**config.mk**
```make
export PLATFORM = sky130hd
export DESIGN_NAME = depth_scanline_obstacle_detector_flat
export DESIGN_NICKNAME = d
export VERILOG_FILES = /design/src/sv/dso_pkg.sv /design/src/sv/dso_req_if.sv /design/src/sv/dso_rsp_if.sv /design/src/sv/depth_scanline_obstacle_detector.sv /design/src/sv/dso_run_seg.sv /design/src/sv/dso_frame_out.sv /design/src/flat_wrapper.sv
export SDC_FILE = /design/constraint.sdc
export NUM_CORES = 1
export LEC_CHECK = 0
export BUFFER_PORTS_ARGS = -buffer_cell sky130_fd_sc_hd__buf_4
export CAP_MARGIN = 20
export CORE_ASPECT_RATIO = 1.4
export CORE_UTILIZATION = 50
export CTS_CLUSTER_DIAMETER = 100
export DETAILED_ROUTE_END_ITERATION = 7
export PLACE_DENSITY = 0.69
export REMOVE_ABC_BUFFERS = 1
export SYNTH_ARGS = -nofsm -noshare
export SYNTH_HDL_FRONTEND = slang
export SYNTH_HIERARCHICAL = 1
export SYNTH_SLANG_ARGS = --single-unit
```
**constraint.sdc**
```tcl
create_clock -name clock -period 10.3 [get_ports clock]
set_input_delay 0.515 -clock clock [delete_from_list [all_inputs] [get_ports clock]]
set_output_delay 0.515 -clock clock [all_outputs]
set_load 0.05 [all_outputs]
```
**src/sv/dso_pkg.sv**
```systemverilog
// Shared types and constants for the depth scan-line obstacle detector.
// No dependencies; compiled first.
package dso_pkg;

   // field widths fixed by the pixel and register formats
   localparam int DEPTH_W   = 16;
   localparam int MIN_RUN_W = 11;
   localparam int COUNT_W   = 16;
   localparam int CSR_IDX_W = 2;
   localparam int CSR_DATA_W = 16;

   // register indexes of the configuration port
   localparam logic [CSR_IDX_W-1:0] CSR_OBSTACLE_DISTANCE = 2'd0;
   localparam logic [CSR_IDX_W-1:0] CSR_JUMP_THRESHOLD    = 2'd1;
   localparam logic [CSR_IDX_W-1:0] CSR_MIN_RUN_LENGTH    = 2'd2;
   localparam logic [CSR_IDX_W-1:0] CSR_FRAME_LIMIT       = 2'd3;

   // register reset values
   localparam logic [DEPTH_W-1:0]   OBSTACLE_DISTANCE_RST = 16'd1000;
   localparam logic [DEPTH_W-1:0]   JUMP_THRESHOLD_RST    = 16'd70;
   localparam logic [MIN_RUN_W-1:0] MIN_RUN_LENGTH_RST    = 11'd7;
   localparam logic [COUNT_W-1:0]   FRAME_LIMIT_RST       = 16'd10;

   // saturation value of the marked frame counter
   localparam logic [COUNT_W-1:0] COUNT_MAX = {COUNT_W{1'b1}};

   // run segmentation settings
   typedef struct packed {
      logic [DEPTH_W-1:0]   obstacle_distance;
      logic [DEPTH_W-1:0]   jump_threshold;
      logic [MIN_RUN_W-1:0] min_run_length;
   } seg_cfg_type;

   // end of row report from the run segmenter to the frame counter
   typedef struct packed {
      logic valid;
      logic hit;
   } row_done_type;

endpackage

```
**src/sv/dso_req_if.sv**
```systemverilog
// Request channel of the obstacle detector: one depth pixel per request.
// Depends on dso_pkg for the pixel width.
interface dso_req_if;
   import dso_pkg::*;

   logic               valid;
   logic               ready;
   logic [DEPTH_W-1:0] depth_sample;
   logic               row_end;

   modport source (output valid, depth_sample, row_end, input ready);
   modport sink   (input valid, depth_sample, row_end, output ready);
endinterface

```
**src/sv/dso_rsp_if.sv**
```systemverilog
// Response channel of the obstacle detector: one frame verdict per row.
// Depends on dso_pkg for the counter width.
interface dso_rsp_if;
   import dso_pkg::*;

   logic               valid;
   logic               ready;
   logic               obstacle_alarm;
   logic               frame_marked;
   logic [COUNT_W-1:0] consecutive_frames;

   modport source (output valid, obstacle_alarm, frame_marked, consecutive_frames,
                   input ready);
   modport sink   (input valid, obstacle_alarm, frame_marked, consecutive_frames,
                   output ready);
endinterface

```
**src/sv/depth_scanline_obstacle_detector.sv**
```systemverilog
// Top level of the depth scan-line obstacle detector.
// Depends on dso_pkg, dso_req_if, dso_rsp_if, dso_run_seg and dso_frame_out.
//
// Usage:
//   req carries one depth pixel (mm, zero = invalid) per request, with row_end
//   set on the last pixel of the scan row. Pixels close to each other form runs;
//   a run longer than min_run_length whose mean depth is below the obstacle
//   distance marks the frame.
//   rsp carries one response per row, taken from the request with row_end set:
//   frame marked, saturating count of consecutive marked frames and the alarm.
//   csr writes a register (index 0..3) when csr_write_enable is high; write only
//   while no request or response is in flight.
// Throughput and registers:
//   one request per cycle sustained while no row-end request waits for the
//   response slot; a request is registered at the input and evaluated from
//   there, and the response is registered in dso_frame_out. Each pixel takes one
//   pass through a 16-bit by length multiplier and a compare.
// Reset: synchronous; clears run state, frame counter and valid bits, loads defaults.
// Stall: a pending response holds; the input register keeps taking pixels
//   without row_end, and a row-end request waits until the response is taken.
module depth_scanline_obstacle_detector #(
   parameter int MAX_ROW_PIXELS = 1024
) (
   input  logic                                clock,
   input  logic                                reset,
   dso_req_if.sink                             req,
   dso_rsp_if.source                           rsp,
   input  logic                                csr_write_enable,
   input  logic [dso_pkg::CSR_IDX_W-1:0]       csr_index,
   input  logic [dso_pkg::CSR_DATA_W-1:0]      csr_write_data
);
   import dso_pkg::*;

   logic [DEPTH_W-1:0]   obstacle_distance_ff;
   logic [DEPTH_W-1:0]   jump_threshold_ff;
   logic [MIN_RUN_W-1:0] min_run_length_ff;
   logic [COUNT_W-1:0]   frame_count_limit_ff;

   logic                 in_valid_ff;
   logic [DEPTH_W-1:0]   in_depth_ff;
   logic                 in_row_end_ff;

   logic                 advance;
   logic                 can_take;
   seg_cfg_type          seg_cfg;
   row_done_type         row_done;

   // configuration registers
   always_ff @(posedge clock) begin
      if (reset) begin
         obstacle_distance_ff <= OBSTACLE_DISTANCE_RST;
         jump_threshold_ff    <= JUMP_THRESHOLD_RST;
         min_run_length_ff    <= MIN_RUN_LENGTH_RST;
         frame_count_limit_ff <= FRAME_LIMIT_RST;
      end else if (csr_write_enable) begin
         case (csr_index)
            CSR_OBSTACLE_DISTANCE: obstacle_distance_ff <= csr_write_data;
            CSR_JUMP_THRESHOLD:    jump_threshold_ff    <= csr_write_data;
            CSR_MIN_RUN_LENGTH:    min_run_length_ff    <= csr_write_data[MIN_RUN_W-1:0];
            CSR_FRAME_LIMIT:       frame_count_limit_ff <= csr_write_data;
            default: begin
            end
         endcase
      end
   end

   // input register handshake
   assign advance   = in_valid_ff && (!in_row_end_ff || can_take);
   assign req.ready = !in_valid_ff || advance;

   always_ff @(posedge clock) begin
      if (reset) begin
         in_valid_ff <= 1'b0;
      end else if (req.ready) begin
         in_valid_ff <= req.valid;
      end
      if (req.valid && req.ready) begin
         in_depth_ff   <= req.depth_sample;
         in_row_end_ff <= req.row_end;
      end
   end

   assign seg_cfg.obstacle_distance = obstacle_distance_ff;
   assign seg_cfg.jump_threshold    = jump_threshold_ff;
   assign seg_cfg.min_run_length    = min_run_length_ff;

   dso_run_seg #(
      .MAX_ROW_PIXELS (MAX_ROW_PIXELS)
   ) u_run_seg (
      .clock        (clock),
      .reset        (reset),
      .advance      (advance),
      .depth_sample (in_depth_ff),
      .row_end      (in_row_end_ff),
      .cfg          (seg_cfg),
      .row_done     (row_done)
   );

   dso_frame_out u_frame_out (
      .clock             (clock),
      .reset             (reset),
      .row_done          (row_done),
      .frame_count_limit (frame_count_limit_ff),
      .can_take          (can_take),
      .rsp               (rsp)
   );

   // a finished row is never handed over while the response slot is full
   a_no_overwrite: assert property (@(posedge clock) disable iff (reset)
      row_done.valid |-> can_take)
      else $error("row verdict overwrote pending response");

   // a stalled row-end request keeps the input register
   a_row_end_hold: assert property (@(posedge clock) disable iff (reset)
      in_valid_ff && in_row_end_ff && !can_take |=> in_valid_ff && in_row_end_ff)
      else $error("row-end request lost during stall");

   // the input slot is free whenever it was empty or drained
   a_ready_free: assert property (@(posedge clock) disable iff (reset)
      !in_valid_ff |-> req.ready)
      else $error("empty input register refused a request");

endmodule

```
**src/sv/dso_run_seg.sv**
```systemverilog
// Run segmentation of one scan row: run sum, length, jump test and near-run test.
// Depends on dso_pkg.
module dso_run_seg #(
   parameter int MAX_ROW_PIXELS = 1024
) (
   input  logic                                clock,
   input  logic                                reset,
   input  logic                                advance,
   input  logic [dso_pkg::DEPTH_W-1:0]         depth_sample,
   input  logic                                row_end,
   input  dso_pkg::seg_cfg_type                cfg,
   output dso_pkg::row_done_type               row_done
);
   import dso_pkg::*;

   localparam int LEN_W  = $clog2(MAX_ROW_PIXELS + 1);
   localparam int SUM_W  = DEPTH_W + LEN_W;
   localparam int CMP_W  = (LEN_W > MIN_RUN_W) ? LEN_W : MIN_RUN_W;
   localparam logic [LEN_W-1:0] LEN_MAX = LEN_W'(MAX_ROW_PIXELS);

   logic [SUM_W-1:0]   run_sum_ff, run_sum_in;
   logic [LEN_W-1:0]   run_length_ff, run_length_in;
   logic [DEPTH_W-1:0] previous_depth_ff, previous_depth_in;
   logic               frame_hit_ff, frame_hit_in;

   logic [DEPTH_W-1:0] diff;
   logic               is_zero, run_open, is_jump, close_now, add_pixel, grow;
   logic [SUM_W-1:0]   bound_old, bound_new, sum_new;
   logic [LEN_W-1:0]   len_new;
   logic               near_old, near_new, eval_hit, hit_total;

   // pixel classification
   always_comb begin
      diff = (depth_sample > previous_depth_ff) ? depth_sample - previous_depth_ff
                                                : previous_depth_ff - depth_sample;
      is_zero   = (depth_sample == '0);
      run_open  = (run_length_ff != '0);
      is_jump   = run_open && !is_zero && (diff >= cfg.jump_threshold);
      close_now = run_open && (is_zero || is_jump);
      add_pixel = !is_zero && !is_jump;
      grow      = add_pixel && (run_length_ff < LEN_MAX);
   end

   // mean test as sum < distance * length, on the run before and after this pixel
   always_comb begin
      bound_old = SUM_W'(cfg.obstacle_distance) * SUM_W'(run_length_ff);
      bound_new = bound_old + (grow ? SUM_W'(cfg.obstacle_distance) : '0);
      sum_new   = run_sum_ff + (grow ? SUM_W'(depth_sample) : '0);
      len_new   = run_length_ff + (grow ? LEN_W'(1) : '0);
      near_old  = (CMP_W'(run_length_ff) > CMP_W'(cfg.min_run_length)) &&
                  (run_sum_ff < bound_old);
      near_new  = (CMP_W'(len_new) > CMP_W'(cfg.min_run_length)) &&
                  (sum_new < bound_new);
      if (close_now) begin
         eval_hit = near_old;
      end else begin
         eval_hit = row_end && near_new;
      end
      hit_total = frame_hit_ff || eval_hit;
   end

   // next run state
   always_comb begin
      run_sum_in        = run_sum_ff;
      run_length_in     = run_length_ff;
      previous_depth_in = previous_depth_ff;
      frame_hit_in      = frame_hit_ff;
      if (advance) begin
         if (add_pixel) begin
            previous_depth_in = depth_sample;
         end
         if (row_end) begin
            run_sum_in    = '0;
            run_length_in = '0;
            frame_hit_in  = 1'b0;
         end else if (close_now) begin
            run_sum_in    = '0;
            run_length_in = '0;
            frame_hit_in  = hit_total;
         end else begin
            run_sum_in    = sum_new;
            run_length_in = len_new;
         end
      end
   end

   // state registers
   always_ff @(posedge clock) begin
      if (reset) begin
         run_sum_ff        <= '0;
         run_length_ff     <= '0;
         previous_depth_ff <= '0;
         frame_hit_ff      <= 1'b0;
      end else begin
         run_sum_ff        <= run_sum_in;
         run_length_ff     <= run_length_in;
         previous_depth_ff <= previous_depth_in;
         frame_hit_ff      <= frame_hit_in;
      end
   end

   assign row_done.valid = advance && row_end;
   assign row_done.hit   = hit_total;

   // run length never passes the row limit
   a_len_bound: assert property (@(posedge clock) disable iff (reset)
      run_length_ff <= LEN_MAX)
      else $error("run length above row limit");

   // an empty run carries no sum
   a_empty_sum: assert property (@(posedge clock) disable iff (reset)
      run_length_ff == '0 |-> run_sum_ff == '0)
      else $error("empty run with nonzero sum");

   // row end leaves a clean row state
   a_row_clear: assert property (@(posedge clock) disable iff (reset)
      row_done.valid |=> (run_length_ff == '0) && !frame_hit_ff)
      else $error("row state not cleared at row end");

endmodule

```
**src/sv/dso_frame_out.sv**
```systemverilog
// Consecutive marked frame counter and response output register.
// Depends on dso_pkg and dso_rsp_if.
module dso_frame_out (
   input  logic                        clock,
   input  logic                        reset,
   input  dso_pkg::row_done_type       row_done,
   input  logic [dso_pkg::COUNT_W-1:0] frame_count_limit,
   output logic                        can_take,
   dso_rsp_if.source                   rsp
);
   import dso_pkg::*;

   logic               valid_ff, valid_in;
   logic [COUNT_W-1:0] count_ff, count_in;
   logic               alarm_ff, alarm_in;
   logic               marked_ff, marked_in;

   assign can_take = !valid_ff || rsp.ready;

   // saturating count and alarm for the finished row
   always_comb begin
      count_in  = count_ff;
      alarm_in  = alarm_ff;
      marked_in = marked_ff;
      valid_in  = valid_ff && !rsp.ready;
      if (row_done.valid) begin
         if (row_done.hit) begin
            count_in = (count_ff == COUNT_MAX) ? count_ff : count_ff + COUNT_W'(1);
         end else begin
            count_in = '0;
         end
         alarm_in  = (count_in > frame_count_limit);
         marked_in = row_done.hit;
         valid_in  = 1'b1;
      end
   end

   // counter and output registers
   always_ff @(posedge clock) begin
      if (reset) begin
         valid_ff <= 1'b0;
         count_ff <= '0;
      end else begin
         valid_ff <= valid_in;
         count_ff <= count_in;
      end
      alarm_ff  <= alarm_in;
      marked_ff <= marked_in;
   end

   assign rsp.valid              = valid_ff;
   assign rsp.obstacle_alarm     = alarm_ff;
   assign rsp.frame_marked       = marked_ff;
   assign rsp.consecutive_frames = count_ff;

   // alarm agrees with the count it reports
   a_alarm_count: assert property (@(posedge clock) disable iff (reset)
      valid_ff |-> (alarm_ff == (count_ff > frame_count_limit)))
      else $error("alarm disagrees with count");

   // an unmarked frame resets the count
   a_unmarked_zero: assert property (@(posedge clock) disable iff (reset)
      valid_ff && !marked_ff |-> count_ff == '0)
      else $error("count not cleared on unmarked frame");

   // a marked frame always leaves a nonzero count
   a_marked_count: assert property (@(posedge clock) disable iff (reset)
      valid_ff && marked_ff |-> count_ff != '0)
      else $error("marked frame with zero count");

endmodule
```
**src/flat_wrapper.sv**
```systemverilog
// flat-port wrapper written by rule: the top's interface ports become plain ports
module depth_scanline_obstacle_detector_flat import dso_pkg::*;
#(
   parameter int MAX_ROW_PIXELS = 1024
)
  (clock, reset, csr_write_enable, csr_index, csr_write_data, req_valid, req_depth_sample, req_row_end, req_ready, rsp_valid, rsp_obstacle_alarm, rsp_frame_marked, rsp_consecutive_frames, rsp_ready);
  dso_req_if req_i ();
  dso_rsp_if rsp_i ();
  input  logic clock;
  input  logic reset;
  input  logic csr_write_enable;
  input  logic [dso_pkg::CSR_IDX_W-1:0] csr_index;
  input  logic [dso_pkg::CSR_DATA_W-1:0] csr_write_data;
  input wire logic [$bits(req_i.valid)-1:0] req_valid;
  input wire logic [$bits(req_i.depth_sample)-1:0] req_depth_sample;
  input wire logic [$bits(req_i.row_end)-1:0] req_row_end;
  output wire logic [$bits(req_i.ready)-1:0] req_ready;
  output wire logic [$bits(rsp_i.valid)-1:0] rsp_valid;
  output wire logic [$bits(rsp_i.obstacle_alarm)-1:0] rsp_obstacle_alarm;
  output wire logic [$bits(rsp_i.frame_marked)-1:0] rsp_frame_marked;
  output wire logic [$bits(rsp_i.consecutive_frames)-1:0] rsp_consecutive_frames;
  input wire logic [$bits(rsp_i.ready)-1:0] rsp_ready;
  assign req_i.valid = req_valid;
  assign req_i.depth_sample = req_depth_sample;
  assign req_i.row_end = req_row_end;
  assign req_ready = req_i.ready;
  assign rsp_valid = rsp_i.valid;
  assign rsp_obstacle_alarm = rsp_i.obstacle_alarm;
  assign rsp_frame_marked = rsp_i.frame_marked;
  assign rsp_consecutive_frames = rsp_i.consecutive_frames;
  assign rsp_i.ready = rsp_ready;
  depth_scanline_obstacle_detector #(.MAX_ROW_PIXELS(MAX_ROW_PIXELS)) u_core (.clock(clock), .reset(reset), .req(req_i), .rsp(rsp_i), .csr_write_enable(csr_write_enable), .csr_index(csr_index), .csr_write_data(csr_write_data));
endmodule
```
* Word level (Yosys, flattened, before mapping)
Index checks and enable logic that the tools add are counted.
Cells by class: bitwise logic cells 0, add/subtract/negate cells 6, reductions and logical operators 33, divide/modulo/power cells 0, shift operators 0, magnitude comparators 8, equality and inequality tests 4, multipliers 1, multiplexer cells 15
Operators with widths (count):
- $mux 16 | 6
- $add 27x16->27 | 2
- $lt 27x27->1 | 2
- $mux 27 | 2
- $gt 16x16->1 | 2
- $sub 16x16->16 | 2
- $mul 16x11->27 | 1
- $gt 11x11->1 | 2
- $mux 11 | 2
- $add 16x1->16 const B | 1
- $eq 16x16->1 const B | 1
- $ge 16x16->1 | 1
- $logic_not 16->1 | 1
- $logic_and 1x1->1 | 12
- $reduce_and 2->1 | 6
- $add 11x1->11 | 1
- $lt 11x11->1 const B | 1
- $reduce_bool 11->1 | 1
- $logic_not 1->1 | 6
- $logic_or 1x1->1 | 5
- $mux 1 | 5
- $eq 2x2->1 const B | 2
- $eq 2x1->1 const B | 1
- $logic_not 2->1 | 1
- $reduce_bool 2->1 | 1
Word-level totals: memories kept 0, bits in writable memories 0, bits in latches 0, memory bits (read-only) 0, logic and storage cells 82, flip-flop bits (word level) 151, output and inout port bits 20, bits of input ports 40

* Logic depth before layout (Yosys ltp)
word-level depth 17, mapped depth 56

* Hierarchy
Netlist, hierarchy kept.
By module, submodules not included:
- dso_run_seg | instances 1, sequential area each 1101.1 µm², cells an instance 1702, area an instance 13480.4 µm²
- depth_scanline_obstacle_detector | instances 1, sequential area each 1711.6 µm², cells an instance 248, area an instance 2952.8 µm²
- dso_frame_out | instances 1, sequential area each 400.4 µm², cells an instance 217, area an instance 1634.1 µm²

* Worst setup path before layout
Ideal clock, no wire load.
path type register to register, start point register u_core.in_depth_ff[0], end point register u_core.u_frame_out.alarm_ff, in the netlist u_core/u_frame_out/rsp.obstacle_alarm (data pin), cell stages (with the launch flop) 55, arrival 9.409 ns, required time 10.036 ns, path slack 0.627 ns, setup time 0.264 ns, cells stage by stage edfxtp_1 -> inv_1 -> ha_1 -> inv_1 -> fa_1 -> a21o_1 -> a22o_1 -> o211ai_1 -> a31oi_2 -> buf_6 -> mux2i_1 -> o21a_1 -> o21bai_1 -> a31o_1 -> xor2_1 -> ha_1 -> a21o_1 -> a21o_1 -> (+19 left out) -> ha_1 -> nand3_1 -> nor2_1 -> nand2_1 -> or4_1 -> o221ai_1 -> nor4_1 -> o31ai_1 -> nand3b_1 -> buf_4 -> clkbuf_1 -> nand3_1 -> o21ai_0 -> ha_1 -> a21oi_1 -> a21boi_0 -> o31ai_1 -> a21oi_1
Between the ends: longest elaborated chain between the ends 17, elaborated cells between the ends (all ways) 29
RTL lines:
- start: declaration | line depth_scanline_obstacle_detector.sv:40 | logic [DEPTH_W-1:0] in_depth_ff;
- start signal: assignment | line depth_scanline_obstacle_detector.sv:78 | in_depth_ff <= req.depth_sample;
- $sub 16x16->16 (tied with other cells) | line dso_run_seg.sv:35 | : previous_depth_ff - depth_sample;
- $mux 16 / $logic_not 1->1 (equally long branches) | line dso_run_seg.sv:34, dso_run_seg.sv:38, dso_run_seg.sv:40
- $ge 16x16->1 / $logic_and 1x1->1 (equally long branches) | line dso_run_seg.sv:38 | is_jump = run_open && !is_zero && (diff >= cfg.jump_threshold);
- $logic_and 1x1->1 | line dso_run_seg.sv:38
- $logic_not 1->1 | line dso_run_seg.sv:40 | add_pixel = !is_zero && !is_jump;
- $logic_and 1x1->1 | line dso_run_seg.sv:40
- $logic_and 1x1->1 | line dso_run_seg.sv:41 | grow = add_pixel && (run_length_ff < LEN_MAX);
- $mux 16 (tied with other cells) | line dso_run_seg.sv:48 | sum_new = run_sum_ff + (grow ? SUM_W'(depth_sample) : '0);
- (+2 left out)
- $logic_and 1x1->1 | line dso_run_seg.sv:52 | near_new = (CMP_W'(len_new) > CMP_W'(cfg.min_run_length)) &&
- $logic_and 1x1->1 | line dso_run_seg.sv:57 | eval_hit = row_end && near_new;
- $mux 1 (*) | line dso_run_seg.sv:54 | if (close_now) begin
- $logic_or 1x1->1 (*) | line dso_run_seg.sv:59 | hit_total = frame_hit_ff || eval_hit;
- named net u_core.u_run_seg.hit_total | line dso_run_seg.sv:30 | logic near_old, near_new, eval_hit, hit_total;
- $mux 16 (*) | line dso_frame_out.sv:27 | if (row_done.hit) begin
- $mux 16 (*) | line dso_frame_out.sv:26 | if (row_done.valid) begin
- $gt 16x16->1 (*) | line dso_frame_out.sv:32 | alarm_in = (count_in > frame_count_limit);
- end signal: assignment | line dso_frame_out.sv:47 | alarm_ff <= alarm_in;
- end: declaration | line dso_frame_out.sv:15 | logic alarm_ff, alarm_in;
The timed path passes the listed nets; every way through them passes the cells marked *. The select of a mux whose other input is x is not followed. A chain may end at the register's enable or synchronous reset.

==> run metrics <==
hold_buf cts=0; Post-route DRC=0; Vert. Die Dim=227 um; Final Cycle Share=97.3%; core region area=35700 um^2; Post-Layout Cell Count=2710; Worst Hold Class=primary input to flop; xor and xnor area share after synthesis=4.31%; cts bufs inserted=17; share of layout cells above drive strength 1=12.7%; maximum fanout along the worst path=7; Pre-Repair DR Iteration Count=6; worst setup path class=flop to flop; Top FF cell, synth=dfxtp_1; first-iteration detailed-routing DRC count=783; Max rail drop VDD=0.000141 V; outcome=finished clean; hold slack=0.244 ns; Synth Instances=2167; initial antenna violation count=0; Syn-to-layout area delta=12.8%; # rows=82; max cap viols=0; drt total wl=49.4 mm; largest family of logic cells by synthesized area=adder cells; register area share after synthesis=17.8%; CTS tree=done; CP max stage cell=or4_4; Mapped Area=18100 um^2; post-synthesis compound-gate area fraction=13.6%; Warnings, synthesis=6; Vias/cell=5.68; Setup crit start kind=flop; CP Capture Type=flop; worst setup margin=0.281 ns; Worst EP arrival=10.21 ns; pin count of the biggest net entering global routing=82; total global-route track usage=26.7%; first-pass GRT wire length=77.2 mm; Slew @ Worst Pin=0.876 ns; die area=36900 um^2; DP Worst Slack=-0.137 ns; Final min period=10.02 ns; post-synthesis cell type count=87; Final GP Congestion=0.950; mux cell area share after synthesis=4.41%; detailed-route wire length per cell=18.2 um; ANT cells=0; EDFF count, synth=19; PwrDens=84.1 nW/um^2; Layout Nets=2641; GRT Residual Overflow=0; Root Buffer=clkbuf_16; uppermost layer routed=met4; Starting Density=50.6%; htree depth=4; die span in x=163 um; LEAKAGE=9.66 nW; fin. max-slew vios=0; Final Hold Vio Count=0; metal2 WL=26.1 mm; total power=1.71 mW; Sink Count=151; Crit path required time=10.49 ns; port bufs=59; worst stage delay on the critical path=0.45 ns; Post-Synth Adder-Cell Area=30.7%; FF+latch count, synth=151; worst rel slew slack=41.4%; syn avg cell area=8.34 um^2; DRT met1 WL=19.8 mm; IO Pins=60; Worst Skew=0.0121 ns; dpl cells=2644; Clock transition at path regs=0.06 ns; FMAX=0.0998 GHz; vias in the first global route=15200; post-route ant nets=0; Post-DP HPWL=39.2 mm; Setup-failing EPs final=0; simple-gate share of the synthesized area=21.8%; Synth async-reset ratio=0%; Worst-Skew Late Latency=0.45 ns; clock tree buffer depth=2; met3 routed WL=1.39 mm; via count=15400
[report_power, final]
| group | total (mW) | internal [mW] | switching, mW |
|---|---|---|---|
| combinational | 0.469 | 0.207 | 0.262 |
| sequential | 0.638 | 0.615 | 0.0229 |
| clock | 0.608 | 0.320 | 0.288 |
| total | 1.71 | 1.14 | 0.573 |
[state kept, by name, summed over array words and instances (netlist names)]
name,cells
u_core/u_run_seg/run_length_ff,11
u_core/u_frame_out/rsp.frame_marked,1
u_core/u_run_seg/run_sum_ff,27
u_core/u_run_seg/previous_depth_ff,16
u_core/in_valid_ff,1
u_core/min_run_length_ff,11
u_core/in_row_end_ff,1
u_core/u_frame_out/rsp.obstacle_alarm,1
u_core/frame_count_limit_ff,16
u_core/in_depth_ff,16
u_core/obstacle_distance_ff,16
u_core/jump_threshold_ff,16
u_core/u_frame_out/rsp.valid,1
u_core/u_frame_out/rsp.consecutive_frames,16
u_core/u_run_seg/frame_hit_ff,1
[layer usage]
layer  track usage (%)  vias to the layer above
met5                 0                        -
met4              12.4                        0
met3              2.65                      107
met2              50.1                      344
met1              30.2                     7474
li1                  -                     7464
[final timing paths]
kind,startpoint,to,slack [ns],cells past startpoint
setup / recovery,u_core/in_depth_ff[0]$_DFFE_PP_,u_core/u_frame_out/rsp.obstacle_alarm$_DFFE_PP_,0.28,49
setup reg to reg,u_core/in_depth_ff[0]$_DFFE_PP_,u_core/u_frame_out/rsp.obstacle_alarm$_DFFE_PP_,0.28,49
hold / removal,req_depth_sample[9],u_core/in_depth_ff[9]$_DFFE_PP_,0.24,1
hold reg to reg,u_core/u_run_seg/frame_hit_ff$_SDFFE_PP0P_,u_core/u_run_seg/frame_hit_ff$_SDFFE_PP0P_,0.46,2
[Yosys cell counts, types with 31 or more instances]
library cell	n	area [um^2]
mux2i_1	74	741
xor2_1	35	307
dfxtp_1	132	2640
and2_1	84	526
clkbuf_1	70	263
a21oi_1	140	701
nand4_1	31	194
inv_1	235	882
a21o_1	39	293
nand3_1	39	195
o21ai_0	84	420
nor2b_1	45	282
nor3_1	34	170
nand2b_1	85	532
ha_1	237	2970
xnor2_1	52	455
fa_1	129	2580
nor2_1	161	604
nand2_1	185	694
[final cells by class]
cell class                 instances  area (um^2)
fill                            3208        15300
multi-input combinational       1682        13900
sequential                       151         3210
timing repair buffer             148         1200
inverter                         235          886
tap                              462          578
clock buffer                      18          429
clock inverter                    14          140
[critical path: cells and delay by family (launching register included)]
kind / cells / cell delay (ns)
compound gates: 21 / 4.05
xor+xnor: 2 / 0.24
simple gates: 12 / 1.91
mux: 1 / 0.30
flops: 1 / 0.40
buf+inv: 6 / 0.86
fa+ha+maj: 7 / 2.01
[per-stage QoR]
stage	instance area, um^2	TNS, ns	util, %
6_report	20400	0	57.1
5_1_grt	20400	-0.109	57.1
4_1_cts	19700	0	55.1
3_5_place_dp	19100	-0.137	53.4
3_3_place_gp	19100	0	53.4
2_1_floorplan	17600	-0.110	-
[logic make-up (layout without fill, tap and decap cells)]
| group | Yosys count | in the layout |
|---|---|---|
| adders and majority gates | 366 | 366 |
| buffers and inverters | 334 | 415 |
| muxes | 79 | 79 |
| DFF | 151 | 151 |
| AOI/OAI and AO/OA | 396 | 396 |
| xor gates and xnor gates | 88 | 88 |
| and+or+nand+nor | 753 | 753 |
[layout by cell type (no fill, tap or decap), types with 83 or more instances in the layout]
master	count
nor2_1	156
dfxtp_1	131
nand2b_1	84
ha_1	230
a21oi_1	134
buf_4	134
and2_1	83
nand2_1	183
inv_1	231
fa_1	126
[timing repair]
item,in CTS,in global routing
setup endpoints to repair,1,2
buffers inserted,0,31
pin swaps,0,64
gates cloned,0,3
gates resized for setup,5,99
Power figures use the tool's default switching activity.
